$ cat src/design/indexed_buffer_deque_core_macros.svh
// assertion macros shared by the deque core
`ifndef INDEXED_BUFFER_DEQUE_CORE_MACROS_SVH
`define INDEXED_BUFFER_DEQUE_CORE_MACROS_SVH

// same-cycle implication, off during reset
`define IBDQ_ASSERT_IMPL(lbl, clk, rst, ante, cons) \
   lbl: assert property (@(posedge clk) disable iff (rst) (ante) |-> (cons)) \
      else $error("deque core same-cycle check failed");

// next-cycle implication, off during reset
`define IBDQ_ASSERT_NEXT(lbl, clk, rst, ante, cons) \
   lbl: assert property (@(posedge clk) disable iff (rst) (ante) |=> (cons)) \
      else $error("deque core next-cycle check failed");

`endif

$ cat src/design/ibdq_pkg.sv
// types, constants and codes of the indexed buffer deque
package ibdq_pkg;

   localparam int DEPTH      = 64;
   localparam int DATA_WIDTH = 32;
   localparam int FIELD_W    = 32;
   localparam int SIZE_W     = 16;
   localparam int IDX_W      = 8;
   localparam int ACT_W      = 4;
   localparam int ME_W       = 7;
   localparam int CSR_IDX_W  = 1;
   localparam int CSR_DATA_W = 16;
   localparam int CNT_W      = $clog2(DEPTH + 1);
   localparam int POS_W      = $clog2(DEPTH);
   localparam int CMP_W      = ((CNT_W > IDX_W) ? CNT_W : IDX_W) + 1;

   localparam logic [ME_W-1:0]   MAX_ENTRIES_RESET = ME_W'(64);
   localparam logic [SIZE_W-1:0] MAX_SIZE_RESET    = SIZE_W'(1024);

   localparam logic [CSR_IDX_W-1:0] REG_MAX_ENTRIES = CSR_IDX_W'(0);
   localparam logic [CSR_IDX_W-1:0] REG_MAX_SIZE    = CSR_IDX_W'(1);

   localparam logic [ACT_W-1:0] ACT_PUSH_TAIL = ACT_W'(0);
   localparam logic [ACT_W-1:0] ACT_PUSH_HEAD = ACT_W'(1);
   localparam logic [ACT_W-1:0] ACT_INSERT    = ACT_W'(2);
   localparam logic [ACT_W-1:0] ACT_POP_HEAD  = ACT_W'(3);
   localparam logic [ACT_W-1:0] ACT_POP_TAIL  = ACT_W'(4);
   localparam logic [ACT_W-1:0] ACT_REMOVE    = ACT_W'(5);
   localparam logic [ACT_W-1:0] ACT_READ      = ACT_W'(6);
   localparam logic [ACT_W-1:0] ACT_CLEAR     = ACT_W'(7);
   localparam logic [ACT_W-1:0] ACT_COUNT     = ACT_W'(8);

   typedef enum logic [2:0] {
      ST_OK,
      ST_FULL,
      ST_BAD_SIZE,
      ST_BAD_OFFS,
      ST_EMPTY,
      ST_BAD_IDX
   } status_type;

   typedef enum logic [1:0] {
      CELL_HOLD,
      CELL_LOAD,
      CELL_FROM_LEFT,
      CELL_FROM_RIGHT
   } cell_op_type;

   typedef struct packed {
      logic [DATA_WIDTH-1:0] payload;
      logic [SIZE_W-1:0]     size;
   } entry_type;

   // decoded command from the control unit to the cell row
   typedef struct packed {
      logic              ins;
      logic              rem;
      logic [POS_W-1:0]  pos;
      logic              rd_ok;
      logic [POS_W-1:0]  rd_pos;
      entry_type         load;
      status_type        status;
      logic [CNT_W-1:0]  count_next;
   } cmd_type;

   typedef struct packed {
      status_type          status;
      logic [FIELD_W-1:0]  payload;
      logic [SIZE_W-1:0]   size;
      logic [CNT_W-1:0]    count;
   } rsp_type;

endpackage

$ cat src/design/ibdq_cell.sv
// one storage cell of the shifting entry row
module ibdq_cell (
   input  logic                 clock,
   input  ibdq_pkg::cell_op_type op,
   input  ibdq_pkg::entry_type  left_in,
   input  ibdq_pkg::entry_type  right_in,
   input  ibdq_pkg::entry_type  load_in,
   output ibdq_pkg::entry_type  data_out
);

   ibdq_pkg::entry_type data_ff;
   ibdq_pkg::entry_type data_in;

   always_comb begin
      case (op)
         ibdq_pkg::CELL_LOAD:       data_in = load_in;
         ibdq_pkg::CELL_FROM_LEFT:  data_in = left_in;
         ibdq_pkg::CELL_FROM_RIGHT: data_in = right_in;
         default:                   data_in = data_ff;
      endcase
   end

   always_ff @(posedge clock) begin
      data_ff <= data_in;
   end

   assign data_out = data_ff;

endmodule

$ cat config.mk
export PLATFORM = sky130hd
export DESIGN_NAME = ibdq_cell
export DESIGN_NICKNAME = d
export VERILOG_FILES = /design/src/design/indexed_buffer_deque_core_macros.svh /design/src/design/ibdq_pkg.sv /design/src/design/ibdq_cell.sv
export SDC_FILE = /design/constraint.sdc
export NUM_CORES = 1
export LEC_CHECK = 0
export BUFFER_PORTS_ARGS = -buffer_cell sky130_fd_sc_hd__buf_2
export CAP_MARGIN = 0
export CELL_PAD_IN_SITES_DETAIL_PLACEMENT = 0
export CELL_PAD_IN_SITES_GLOBAL_PLACEMENT = 1
export CORE_MARGIN = 2
export CORE_UTILIZATION = 30
export DETAILED_ROUTE_END_ITERATION = 7
export PLACE_DENSITY = 0.82
export SLEW_MARGIN = 40
export SYNTH_ARGS = -nofsm -noshare
export SYNTH_HDL_FRONTEND = slang
export SYNTH_SLANG_ARGS = --single-unit
$ cat constraint.sdc
create_clock -name clock -period 5.1 [get_ports clock]
set_input_delay 1.275 -clock clock [delete_from_list [all_inputs] [get_ports clock]]
set_output_delay 1.275 -clock clock [all_outputs]
set_load 0.05 [all_outputs]
==> impl_metrics.yaml <==
detailed_routing:
  routedWlPerCell_um: 12.4
  ant_nets: 0
  drc: 0
  drt_iter0_drc: 42
  via_per_inst: 4.40
  num_vias: 2206
  dr.pass1.iters: 4
  drt_wl_total_um: 6220
timing:
  finalHoldViolCount: 0
  fin_crit_ps: 2680
  setup_viol_count_final: 0
  period_share_pct: 52.6
  final.setup.tns_ps: 0
  worst_pin_slew_ps: 710
  setup_slack_ps: 2420
  slew_viol_final: 0
  rsz0062_at_grt: "false"
  relSlewSlack_pct: 52.7
  fmax_mhz: 373
final_layout:
  drive_above_1_share_pct: 51.0
  areaGrowthSynthToFinish_pct: 44.0
  fillCellCount: 835
  largest_reg_flops: 48
  fin_area_mm2: 0.00355
  num_antenna_cells: 0
  fin_nets: 543
hold_path:
  hold_class: "primary input to register"
floorplan:
  die_h_um: 94.6
  die_area_mm2: 0.00896
  dieWidth_um: 94.6
  start_util_pct: 30.5
  ios: 195
  coreArea_mm2: 0.00809
  num_rows: 33
cts:
  postCtsHoldBufs: 0
  clkSlewWorstSetupHoldPaths_ps: 90
  clock_path_buffers: 2
  root_buffer: "clkbuf_8"
  cts_htree_levels: 2
  postCtsSetupBuffers: 0
  ctsResizeCount: 0
  cts_buffers: 5
  cts_sinks: 48
  cts_tree: "built"
placement:
  place.port_buffers: 194
  dp_hpwl_um: 4750
  preCtsSetupSlack_ps: 2040
  placed_area_mm2: 0.00347
  place_congestion: 0.681
synth:
  synth-seq-cells: 48
  synth_commonest_cells: "a21oi_1, edfxtp_1, mux2i_1, nor2_1, clkbuf_1"
  synth_top_flop_cell: "edfxtp_1"
  async_flop_share_pct: 0
  synth_largest_area_cell: "edfxtp_1"
  synth_top_area_share_pct: 58.5
  ys_warn_count: 0
  yosysSeqAreaShare_pct: 58.5
  synth_edf_count: 48
  synthDistinctLibCells: 11
  syn-cell-area_mm2: 0.00246
  syn-num-nets: 357
  synth_cells: 210
  avgSynthCellArea_um2: 11.7
  synthTopCellsByArea: "edfxtp_1, mux2i_1, a21oi_1"
global_route:
  use_met1_pct: 14.7
  grt_pass1_vias: 2038
  grt_usage_pct: 13.3
  grt.overflow.total: 0
  grt_util_met3_pct: 4.47
  grt_pass1_wl_um: 9200
  grt_antenna_before_repair: 0
  grt.met2_usage_pct: 24.2
  top_usage_layer: "met2"
  grt_max_degree: 97
power_and_ir_drop:
  vdd_drop_max_mv: 0.113
  power.density_mw_per_mm2: 296
  p_total_uw: 1050
  p_leak_uw: 0.00174
flow_run:
  drv_cap: 0
setup_path:
  critPathMaxFanout: 25
  worstSetupPathType: "primary input to register"
  cp-start-kind: "primary input"
  cp-end-kind: "register"
  cp_data_required_time_ps: 5120
  worstPathArrival_ps: 2700
run_status:
  status: "complete, no violations"
-- cells by family after synthesis --
| group | Yosys count | share of synthesized area, % |
|---|---|---|
| simple gates | 49 | 7.56 |
| compound gates | 48 | 9.75 |
| mux | 48 | 19.5 |
| flops | 48 | 58.5 |
| buf+inv | 17 | 4.72 |
-- per-layer routing --
metal / vias up / share of wire [%]
met5: - / 0
met4: 0 / 0.93
met3: 5 / 10
met2: 105 / 50
met1: 962 / 39
li1: 1134 / -
-- power by group --
part / switching, µW / total (µW) / internal (µW)
Sequential: 9.97 / 498 / 488
Combinational: 244 / 346 / 102
Clock: 117 / 208 / 90.7
-- layout by cell type, fill, tap and decap left out --
cell,Yosys,routed
clkinv_1,0,2
clkbuf_8,0,5
a21oi_1,48,48
mux2i_1,48,48
or2_4,0,1
buf_4,3,1
edfxtp_1,48,48
buf_6,1,1
buf_2,5,194
nor2_1,48,48
-- worst max-delay path, stage by stage --
cell     delay (ps)
buf_2           550
buf_4           520
mux2i_1         250
a21oi_1          90
-- path summary, 6_finish.rpt --
| check | from | end | cells past startpoint |
|---|---|---|---|
| worst max-delay path | op[0] | data_out[34] | 4 |
| worst min-delay path | load_in[7] | data_out[7] | 3 |
-- area by class of cell --
cell class                      instances  area, µm²  share of cell area (%)
Sequential cell                        48       1440                    40.6
Clock buffer                            5       68.8                    1.94
Multi-Input combinational cell        145        910                    25.6
Timing Repair Buffer                  196        990                    27.9
Tap cell                              105        131                    3.70
Clock inverter                          2       7.51                   0.212
-- per-stage QoR --
| stage | hold slack [ps] | utilization, % | instances |
|---|---|---|---|
| 2_1_floorplan | 1500 | - | 210 |
| 3_3_place_gp | 1600 | 42.8 | 494 |
| 3_5_place_dp | 1610 | 42.9 | 494 |
| 4_1_cts | 1300 | 43.8 | 501 |
| 5_1_grt | 1300 | 43.8 | 501 |
| 6_report | 1300 | 43.8 | 501 |
Note: power is estimated with default switching activity, not from simulation.
