### src/design/indexed_buffer_deque_core_macros.svh
// assertion macros shared by the deque core
`ifndef INDEXED_BUFFER_DEQUE_CORE_MACROS_SVH
`define INDEXED_BUFFER_DEQUE_CORE_MACROS_SVH

// same-cycle implication, off during reset
`define IBDQ_ASSERT_IMPL(lbl, clk, rst, ante, cons) \
   lbl: assert property (@(posedge clk) disable iff (rst) (ante) |-> (cons)) \
      else $error("deque core same-cycle check failed");

// next-cycle implication, off during reset
`define IBDQ_ASSERT_NEXT(lbl, clk, rst, ante, cons) \
   lbl: assert property (@(posedge clk) disable iff (rst) (ante) |=> (cons)) \
      else $error("deque core next-cycle check failed");

`endif

### src/design/ibdq_pkg.sv
// types, constants and codes of the indexed buffer deque
package ibdq_pkg;

   localparam int DEPTH      = 64;
   localparam int DATA_WIDTH = 32;
   localparam int FIELD_W    = 32;
   localparam int SIZE_W     = 16;
   localparam int IDX_W      = 8;
   localparam int ACT_W      = 4;
   localparam int ME_W       = 7;
   localparam int CSR_IDX_W  = 1;
   localparam int CSR_DATA_W = 16;
   localparam int CNT_W      = $clog2(DEPTH + 1);
   localparam int POS_W      = $clog2(DEPTH);
   localparam int CMP_W      = ((CNT_W > IDX_W) ? CNT_W : IDX_W) + 1;

   localparam logic [ME_W-1:0]   MAX_ENTRIES_RESET = ME_W'(64);
   localparam logic [SIZE_W-1:0] MAX_SIZE_RESET    = SIZE_W'(1024);

   localparam logic [CSR_IDX_W-1:0] REG_MAX_ENTRIES = CSR_IDX_W'(0);
   localparam logic [CSR_IDX_W-1:0] REG_MAX_SIZE    = CSR_IDX_W'(1);

   localparam logic [ACT_W-1:0] ACT_PUSH_TAIL = ACT_W'(0);
   localparam logic [ACT_W-1:0] ACT_PUSH_HEAD = ACT_W'(1);
   localparam logic [ACT_W-1:0] ACT_INSERT    = ACT_W'(2);
   localparam logic [ACT_W-1:0] ACT_POP_HEAD  = ACT_W'(3);
   localparam logic [ACT_W-1:0] ACT_POP_TAIL  = ACT_W'(4);
   localparam logic [ACT_W-1:0] ACT_REMOVE    = ACT_W'(5);
   localparam logic [ACT_W-1:0] ACT_READ      = ACT_W'(6);
   localparam logic [ACT_W-1:0] ACT_CLEAR     = ACT_W'(7);
   localparam logic [ACT_W-1:0] ACT_COUNT     = ACT_W'(8);

   typedef enum logic [2:0] {
      ST_OK,
      ST_FULL,
      ST_BAD_SIZE,
      ST_BAD_OFFS,
      ST_EMPTY,
      ST_BAD_IDX
   } status_type;

   typedef enum logic [1:0] {
      CELL_HOLD,
      CELL_LOAD,
      CELL_FROM_LEFT,
      CELL_FROM_RIGHT
   } cell_op_type;

   typedef struct packed {
      logic [DATA_WIDTH-1:0] payload;
      logic [SIZE_W-1:0]     size;
   } entry_type;

   // decoded command from the control unit to the cell row
   typedef struct packed {
      logic              ins;
      logic              rem;
      logic [POS_W-1:0]  pos;
      logic              rd_ok;
      logic [POS_W-1:0]  rd_pos;
      entry_type         load;
      status_type        status;
      logic [CNT_W-1:0]  count_next;
   } cmd_type;

   typedef struct packed {
      status_type          status;
      logic [FIELD_W-1:0]  payload;
      logic [SIZE_W-1:0]   size;
      logic [CNT_W-1:0]    count;
   } rsp_type;

endpackage

### src/design/ibdq_ctrl.sv
// command decode, limit checks, entry count and configuration registers
module ibdq_ctrl (
   input  logic                                 clock,
   input  logic                                 reset,
   input  logic                                 csr_we,
   input  logic [ibdq_pkg::CSR_IDX_W-1:0]       csr_index,
   input  logic [ibdq_pkg::CSR_DATA_W-1:0]      csr_wdata,
   input  logic                                 accept,
   input  logic [ibdq_pkg::ACT_W-1:0]           action,
   input  logic signed [ibdq_pkg::IDX_W-1:0]    index,
   input  logic [ibdq_pkg::FIELD_W-1:0]         payload_in,
   input  logic [ibdq_pkg::SIZE_W-1:0]          size_in,
   output ibdq_pkg::cmd_type                    cmd
);

   localparam int CW = ibdq_pkg::CMP_W;

   logic [ibdq_pkg::ME_W-1:0]   max_entries_ff, max_entries_in;
   logic [ibdq_pkg::SIZE_W-1:0] max_size_ff, max_size_in;
   logic [ibdq_pkg::CNT_W-1:0]  count_ff;

   logic signed [CW-1:0] n_s, idx_s, lim_s, me_s, rd_s, tail_s;
   logic                 full, bad_size;

   always_comb begin
      max_entries_in = max_entries_ff;
      max_size_in    = max_size_ff;
      if (csr_we) begin
         case (csr_index)
            ibdq_pkg::REG_MAX_ENTRIES:
               max_entries_in = csr_wdata[ibdq_pkg::ME_W-1:0];
            ibdq_pkg::REG_MAX_SIZE:
               max_size_in = csr_wdata[ibdq_pkg::SIZE_W-1:0];
            default: ;
         endcase
      end
   end

   always_comb begin
      n_s    = CW'(count_ff);
      idx_s  = CW'(index);
      me_s   = CW'(max_entries_ff);
      lim_s  = ((me_s == '0) || (me_s > CW'(ibdq_pkg::DEPTH))) ?
               CW'(ibdq_pkg::DEPTH) : me_s;
      rd_s   = (idx_s >= 0) ? idx_s : (n_s + idx_s);
      tail_s = n_s - CW'(1);
      full   = (n_s >= lim_s);
      bad_size = (size_in == '0) || ((max_size_ff != '0) && (size_in > max_size_ff));

      cmd              = '0;
      cmd.status       = ibdq_pkg::ST_OK;
      cmd.load.payload = ibdq_pkg::DATA_WIDTH'(payload_in);
      cmd.load.size    = size_in;
      cmd.count_next   = count_ff;

      case (action)
         ibdq_pkg::ACT_PUSH_TAIL, ibdq_pkg::ACT_PUSH_HEAD, ibdq_pkg::ACT_INSERT: begin
            if (full) begin
               cmd.status = ibdq_pkg::ST_FULL;
            end else if (bad_size) begin
               cmd.status = ibdq_pkg::ST_BAD_SIZE;
            end else if ((action == ibdq_pkg::ACT_INSERT) &&
                         ((idx_s < 0) || (idx_s > n_s))) begin
               cmd.status = ibdq_pkg::ST_BAD_OFFS;
            end else begin
               cmd.ins = 1'b1;
               if (action == ibdq_pkg::ACT_PUSH_TAIL) begin
                  cmd.pos = count_ff[ibdq_pkg::POS_W-1:0];
               end else if (action == ibdq_pkg::ACT_INSERT) begin
                  cmd.pos = idx_s[ibdq_pkg::POS_W-1:0];
               end
            end
         end
         ibdq_pkg::ACT_POP_HEAD, ibdq_pkg::ACT_POP_TAIL, ibdq_pkg::ACT_REMOVE: begin
            if (count_ff == '0) begin
               cmd.status = ibdq_pkg::ST_EMPTY;
            end else if ((action == ibdq_pkg::ACT_REMOVE) &&
                         ((idx_s < 0) || (idx_s >= n_s))) begin
               cmd.status = ibdq_pkg::ST_BAD_IDX;
            end else begin
               cmd.rem   = 1'b1;
               cmd.rd_ok = 1'b1;
               if (action == ibdq_pkg::ACT_POP_TAIL) begin
                  cmd.pos = tail_s[ibdq_pkg::POS_W-1:0];
               end else if (action == ibdq_pkg::ACT_REMOVE) begin
                  cmd.pos = idx_s[ibdq_pkg::POS_W-1:0];
               end
            end
         end
         ibdq_pkg::ACT_READ: begin
            // an empty queue always lands here as a bad index
            if ((rd_s < 0) || (rd_s >= n_s)) begin
               cmd.status = ibdq_pkg::ST_BAD_IDX;
            end else begin
               cmd.rd_ok = 1'b1;
            end
         end
         ibdq_pkg::ACT_CLEAR: cmd.count_next = '0;
         ibdq_pkg::ACT_COUNT: ;
         default: ;
      endcase

      if (cmd.ins) begin
         cmd.count_next = count_ff + ibdq_pkg::CNT_W'(1);
      end else if (cmd.rem) begin
         cmd.count_next = count_ff - ibdq_pkg::CNT_W'(1);
      end
      cmd.rd_pos = (action == ibdq_pkg::ACT_READ) ? rd_s[ibdq_pkg::POS_W-1:0] : cmd.pos;
   end

   always_ff @(posedge clock) begin
      if (reset) begin
         max_entries_ff <= ibdq_pkg::MAX_ENTRIES_RESET;
         max_size_ff    <= ibdq_pkg::MAX_SIZE_RESET;
         count_ff       <= '0;
      end else begin
         max_entries_ff <= max_entries_in;
         max_size_ff    <= max_size_in;
         if (accept) begin
            count_ff <= cmd.count_next;
         end
      end
   end

endmodule

### config.mk
export PLATFORM = sky130hd
export DESIGN_NAME = ibdq_ctrl
export DESIGN_NICKNAME = d
export VERILOG_FILES = /design/src/design/indexed_buffer_deque_core_macros.svh /design/src/design/ibdq_pkg.sv /design/src/design/ibdq_ctrl.sv
export SDC_FILE = /design/constraint.sdc
export NUM_CORES = 1
export LEC_CHECK = 0
export ABC_AREA = 1
export BUFFER_PORTS_ARGS = -buffer_cell sky130_fd_sc_hd__buf_2
export CAP_MARGIN = 20
export CORE_MARGIN = 1
export CORE_UTILIZATION = 44
export CTS_BUF_LIST = sky130_fd_sc_hd__clkbuf_2
export DETAILED_ROUTE_END_ITERATION = 10
export PLACE_DENSITY_LB_ADDON = 0.12
export SLEW_MARGIN = 10
export SYNTH_ARGS = -nofsm -noshare
export SYNTH_HDL_FRONTEND = slang
export SYNTH_SLANG_ARGS = --single-unit
export TNS_END_PERCENT = 50
### constraint.sdc
create_clock -name clock -period 3.6 [get_ports clock]
set_clock_uncertainty 0.15 [all_clocks]
set_input_delay 0.36 -clock clock [delete_from_list [all_inputs] [get_ports clock]]
set_output_delay 0.36 -clock clock [all_outputs]
set_load 0.01 [all_outputs]
==> run summary, run 1 <==
CTS tree -> yes
Hpwl dp -> 8040 µm
IO Pins -> 154
Period utilization -> 99.3%
Port-buffer cells -> 89
Die width -> 94.5 µm
Final wirelength -> 10,300 µm
Worst setup EP type -> output port
Max-slew violations -> 0
Chip Height -> 94.5 µm
Crit path kind -> reg2out
Grt total ovfl -> 0
Post-Synth Adder-Cell Area -> 15.8%
Initial DRC Count -> 229
Wirelength per Cell -> 13.8 µm
Clk slew on worst S/H paths -> 0.17 ns
Setup WS pre-CTS -> -0.0483 ns
Post-synthesis compound-gate area fraction -> 16.9%
Leak Pwr -> 2.27 nW
Core area -> 8260 µm²
Tightest Pin Transition -> 0.859 ns
Max Clock Freq -> 280 MHz
Post-synthesis sequential area ratio -> 15.9%
Die ar. -> 8940 µm²
Area delta synth->final -> 14.2%
Worst Hold Class -> in2reg
Synthesis-stage register bit count -> 30
CTS max path bufs -> 2
Routed Antenna Nets -> 0
Largest family of logic cells by synthesized area -> simple AND/OR/NAND/NOR gates
ANT cells -> 0
Critical path fanouts, max -> 3
Final net count -> 769
TNS Setup -> 0 ns
Syn_area_per_cell -> 6.46 µm²
Total GRT Usage -> 23.4%
Hold Vio Cnt, Final -> 0
Hold_ws -> 0.0867 ns
EDFF count, synth -> 0
Unrepaired setup endpoints after global routing -> yes
Crit path DAT -> 3.06 ns
Psw -> 484 µW
Initial Util -> 45.6%
Commonest register cell after synthesis -> dfxtp_1
Power share of the clock group -> 14.7%
CP Launch Type -> register
Sequential share of power -> 33.5%
Synth Instances -> 583
H-tree Lvls -> 2
Post-Synth Simple-Gate Area -> 29.6%
Latest clock arrival within the worst-skew pair -> 0.35 ns
Fin util -> 52.1%
Most instantiated cells after synthesis -> nand2_1 (127), inv_1 (65), buf_4 (48), nor2_1 (48), ha_1 (46)
DR DRC count -> 0
Initial antenna violation count -> 0
Final Setup Violations -> 0
Clock root buffer -> clkbuf_2
Multiplexer share of the synthesized area -> 0%
Layout cell share with drive strength beyond 1 -> 30.5%
Most area-consuming cells after synthesis -> dfxtp_1 (16%), ha_1 (15%), nand2_1 (13%)
Max IR drop VDD -> 0.125 mV
Clock Sinks -> 30
Pwr dens -> 259 nW/µm²
Drt first pass iters -> 5
Top-area cell type share of the netlist area -> 15.9%
# fillers -> 870
Gp weighted congestion -> 0.869
Yosys warnings -> 0
Internal power -> 632 µW
Comb power frac -> 51.8%
Cell area after synthesis -> 3770 µm²
Cts hold-fix bufs -> 0
Overall Power -> 1.12 mW
Required time worst endpoint -> 3.09 ns
First-pass GRT wire length -> 16,400 µm
Largest net degree at the start of global routing -> 31
Status -> complete, no violations
Top-count cell post-synth -> nand2_1
Syn nets -> 711
Fin crit period -> 3.57 ns
Synth cell types -> 45
Vias in the first global route -> 3,498
Final WS setup -> 0.0265 ns
Synth async-reset ratio -> 0%
Synth area leader -> dfxtp_1
Vias -> 3,902
Switching share of power -> 43.4%
Vias per cell -> 5.22
Num CTS Buffers -> 5
Post-synthesis xor/xnor area fraction -> 2.32%
Maxcap violations -> 0
Slew HR -> 42.3%
Num rows -> 33
==> state kept, by name, summed over array words and instances (netlist names) <==
signal	cells
count_ff	7
max_size_ff	16
max_entries_ff	7
==> logic make-up (layout without fill, tap and decap cells) <==
kind of cell / count (synthesis) / count (layout)
AO/OA/AOI/OAI: 105 / 105
flip-flops: 30 / 30
XOR/XNOR: 10 / 10
adder cells (fa/ha/maj): 47 / 47
AND/OR/NAND/NOR: 246 / 248
buffers and inverters: 145 / 202
==> per-stage QoR <==
step	instance area (µm²)	std cells
2_1_floorplan	3770	583
3_5_place_dp	4010	729
5_1_grt	4310	747
6_report	4310	747
4_1_cts	4220	744
3_3_place_gp	4010	729
==> final timing paths <==
kind                                   from                             end  slack (ns)  cells after the start
min                            csr_wdata[1]  max_entries_ff[1]$_SDFFE_PP0P_        0.09                      3
max                count_ff[0]$_SDFFE_PP0P_                          cmd[7]        0.03                     19
min reg2reg     max_size_ff[8]$_SDFFE_PP0P_     max_size_ff[8]$_SDFFE_PP0P_        0.32                      2
max reg2reg  max_entries_ff[5]$_SDFFE_PP0P_        count_ff[5]$_SDFFE_PP0P_        0.70                     17
==> critical path: stages (launching register included) <==
cell and delay [ns]:
dfxtp_2 0.37, ha_4 0.16, fa_2 0.35, nand2_2 0.08
nand2_1 0.06, nand2_1 0.07, nand2_2 0.06, inv_2 0.05
nor2_1 0.03, inv_1 0.08, nand2_1 0.07, a21oi_2 0.13
xor2_1 0.16, o21ai_1 0.08, ha_1 0.32, a41oi_2 0.16
nand3_2 0.11, o21ai_2 0.17, nand3_1 0.09, buf_2 0.14
==> repair_timing <==
action | CTS | global route
pin swaps | 9 | 7
setup buffers | 5 | 3
gates cloned | 2 | 0
gates resized for setup | 25 | 21
endpoints found under the setup margin | 22 | 23
hold endpoints to repair | 0 | 0
==> power by group through the flow <==
stage                     Sequential [mW]  Clock, mW  Combinational [mW]
after global routing                0.377      0.188               0.650
after detailed placement            0.380          0               0.509
after global placement              0.380          0               0.502
final                               0.374      0.164               0.578
after CTS                           0.373      0.173               0.552
after floorplan                     0.377          0               0.395
==> routing by layer <==
layer  part of all wire [%]  global-route usage, %  up-vias
li1                       -                      -     2008
met1                     46                   30.5     1726
met2                     45                   40.2      145
met3                    6.5                   3.06       23
met4                    1.7                   6.44        0
met5                      0                      0        -
==> cell type report <==
type / count / area [µm²] / area share (%)
inverter: 87 / 328 / 7.61
clock inverter: 3 / 16.3 / 0.378
timing repair buffer: 107 / 599 / 13.9
clock buffer: 5 / 25.0 / 0.581
multi-input combinational: 410 / 2590 / 60.3
tap: 105 / 131 / 3.05
sequential: 30 / 611 / 14.2
==> cells in the final DEF, fill, tap and decap left out, types with 5 or more instances in the layout <==
| master | count |
|---|---|
| nor2_1 | 45 |
| ha_1 | 42 |
| nand2_1 | 120 |
| nand3_1 | 24 |
| o21ai_0 | 29 |
| nand4_1 | 15 |
| nand2_2 | 10 |
| dfxtp_1 | 24 |
| inv_2 | 24 |
| a21oi_1 | 35 |
| buf_2 | 88 |
| clkbuf_2 | 5 |
| nor2_2 | 6 |
| nor4_1 | 5 |
| buf_4 | 17 |
| xor2_1 | 10 |
| inv_1 | 61 |
| o22ai_1 | 7 |
| dfxtp_2 | 5 |
| o21ai_1 | 6 |
Power figures use the tool's default switching activity.
==> run 2: changes to the inputs <==
==> constraint.sdc (replaced) <==
create_clock -name clock -period 3.7 [get_ports clock]
set_clock_uncertainty 0.15 [all_clocks]
set_input_delay 0.37 -clock clock [delete_from_list [all_inputs] [get_ports clock]]
set_output_delay 0.37 -clock clock [all_outputs]
set_load 0.01 [all_outputs]
==> run 2 against run 1 <==
Via count up 0.97%. Wire length up 2.2%. Sequential power decreased by 2%. Count of clock-buffer cells in the layout is the same. Register-to-register slack got worse by 0.07 ns. Worst hold slack got worse by 0.018 ns. Die area unchanged. Global-route usage is 0.76 points lower.
==> run summary, run 2 (synthesis results as in run 1) <==
Port-buffer cells -> 89 (unchanged)
Critical path fanouts, max -> 3 (unchanged)
Commonest non-fill, non-tap cell in the layout -> nand2_1
Most frequent cells in the layout -> nand2_1 (109), buf_2 (83), inv_1 (62), nor2_1 (44), ha_1 (41)
Vias in the first global route -> 3,372 (-3.6%)
Max-slew violations -> 0 (unchanged)
Leak Pwr -> 2.33 nW (+2.8%)
DRT met1 WL -> 4820 µm (+1.1%)
Launch point of the worst reg-to-reg path -> max_entries_ff[3]$_SDFFE_PP0P_
Final net count -> 769 (unchanged)
WHS Endpoint -> max_size_ff[10]$_SDFFE_PP1P_
Top Metal Used -> met4
Clock root buffer -> clkbuf_2
Initial antenna violation count -> 0 (unchanged)
R2r endpoint -> count_ff[0]$_SDFFE_PP0P_
Max reg flops -> 16 (unchanged)
Num rows -> 33 (unchanged)
Grt total ovfl -> 0 (unchanged)
Area delta synth->final -> 18.5%
Fin crit period -> 3.68 ns
Initial Util -> 45.6% (unchanged)
Largest register by flop count -> max_size_ff
CP Launch Point -> count_ff[0]$_SDFFE_PP0P_
Final WS setup -> 0.0178 ns (-0.00876 ns)
Period utilization -> 99.5%
Post-Layout Cell Count -> 747 (unchanged)
ANT cells -> 0 (unchanged)
Routed Antenna Nets -> 0 (unchanged)
Overall Power -> 1.13 mW (+1.3%)
Routed wl met3 -> 622 µm (-7.3%)
CTS tree -> yes
Setup WS pre-CTS -> -0.0202 ns (+0.0281 ns)
Status -> complete, no violations
Wirelength per Cell -> 14.1 µm (+2.2%)
Pwr dens -> 253 nW/µm² (-2.4%)
Maxcap violations -> 0 (unchanged)
Drt first pass iters -> 5 (unchanged)
Gp weighted congestion -> 0.917 (+5.5%)
Worst setup EP type -> output port
WL met2 -> 4930 µm (+5.5%)
Crit path kind -> reg2out
Clk slew on worst S/H paths -> 0.16 ns (about the same)
Initial DRC Count -> 217 (-5.2%)
Die ar. -> 8940 µm² (unchanged)
Tightest Pin Transition -> 0.817 ns (-0.0418 ns)
Max IR drop VDD -> 0.124 mV (-0.85%)
Final wirelength -> 10,500 µm (+2.2%)
H-tree Lvls -> 2 (unchanged)
Hpwl dp -> 8130 µm (+1.2%)
Unrepaired setup endpoints after global routing -> yes
Flop-to-flop setup slack -> 0.63 ns (-0.07 ns)
Registers with the most flip-flops -> max_size_ff (16), count_ff (7), max_entries_ff (7)
Slew HR -> 45.1% (+2.8 points)
Required time worst endpoint -> 3.18 ns (+0.09 ns)
Vias per cell -> 5.27 (+0.97%)
Worst Hold Class -> in2reg
Vias -> 3,940 (+0.97%)
Cell count after placement -> 727 (-0.27%)
Max Clock Freq -> 272 MHz
Total GRT Usage -> 22.6% (-0.76 points)
TNS Setup -> 0 ns (unchanged)
Chip Height -> 94.5 µm (unchanged)
Clock Sinks -> 30 (unchanged)
Reg2Reg Depth -> 21 (+4)
CP Launch Type -> register
Core area -> 8260 µm² (unchanged)
Worst hold path cell count -> 3 (unchanged)
First-pass GRT wire length -> 16,000 µm (-2.8%)
Die width -> 94.5 µm (unchanged)
Num CTS Buffers -> 5 (unchanged)
Final Setup Violations -> 0 (unchanged)
Hold Vio Cnt, Final -> 0 (unchanged)
Hold path start -> csr_wdata[10]
Layout cell share with drive strength beyond 1 -> 32.1% (+1.6 points)
Cts hold-fix bufs -> 0 (unchanged)
CTS max path bufs -> 2 (unchanged)
Crit path DAT -> 3.16 ns (+0.10 ns)
Largest net degree at the start of global routing -> 31 (unchanged)
DR DRC count -> 0 (unchanged)
IO Pins -> 154 (unchanged)
Latest clock arrival within the worst-skew pair -> 0.38 ns (+0.03 ns)
run 2: cell count changes in the layout (fill, tap and decap cells not counted), sizes merged:
| cell | delta |
|---|---|
| clkbuf | +2 |
| nand3 | -2 |
run 2: cell type report:
class / instances / area [µm²]
clock inverters: 3 / 16.3
repair buffers: 109 / 688
inverters: 87 / 339
flip-flops and latches: 30 / 607
multi-input cells: 408 / 2660
fillers: 845 / 3790
clock buffers: 5 / 25.0
well taps: 105 / 131
run 2: worst max path at each step:
| stage | slack (ns) | end |
|---|---|---|
| after CTS | 0.007 | cmd[7] |
| after floorplan | 0.48 | cmd[64] |
| after global placement | 0.06 | cmd[7] |
| after detailed placement | -0.02 | cmd[7] |
| final | 0.02 | cmd[7] |
| after global routing | -0.28 | cmd[7] |
run 2: what timing repair did:
action / CTS / global route
setup endpoints to repair: 22 / 24
resized for setup: 10 / 62
hold endpoints to repair: 0 / 0
gates cloned: 0 / 2
pin swaps: 4 / 32
setup buffers: 1 / 9
run 2: routing by layer:
layer / track usage [%] / up-vias
li1: - / 1993
met1: 30.2 / 1773
met2: 39.0 / 155
met3: 2.58 / 19
met4: 4.92 / 0
met5: 0 / -
run 2: stage by stage:
step           util, %  hold slack, ns  cell area [µm²]
2_1_floorplan        -           0.286             3770
3_3_place_gp      48.4           0.302             4000
3_5_place_dp      48.4           0.302             4000
4_1_cts           49.6          0.0573             4100
5_1_grt           54.1          0.0503             4470
6_report          54.1          0.0684             4470
run 2: power breakdown:
group | total [mW] | switching, mW | leakage, nW | internal (mW)
Combinational | 0.598 | 0.351 | 2.05 | 0.247
Clock | 0.167 | 0.124 | 0.0264 | 0.0431
Sequential | 0.365 | 0.0183 | 0.250 | 0.347
Total | 1.13 | 0.494 | 2.33 | 0.637
run 2: critical path, stage by stage, from the launching register on:
cell and delay (ns):
dfxtp_2 0.37, ha_4 0.17, fa_2 0.40, nand2_2 0.08, nand2_2 0.05, nand2_2 0.06, nand2_2 0.06, inv_2 0.05
nor2_1 0.03, inv_1 0.07, nand2_1 0.06, a21oi_2 0.14, xor2_1 0.15, o21ai_1 0.10, ha_1 0.34, a41oi_2 0.16
nand3_2 0.11, o21ai_2 0.17, nand3_1 0.08, buf_2 0.14
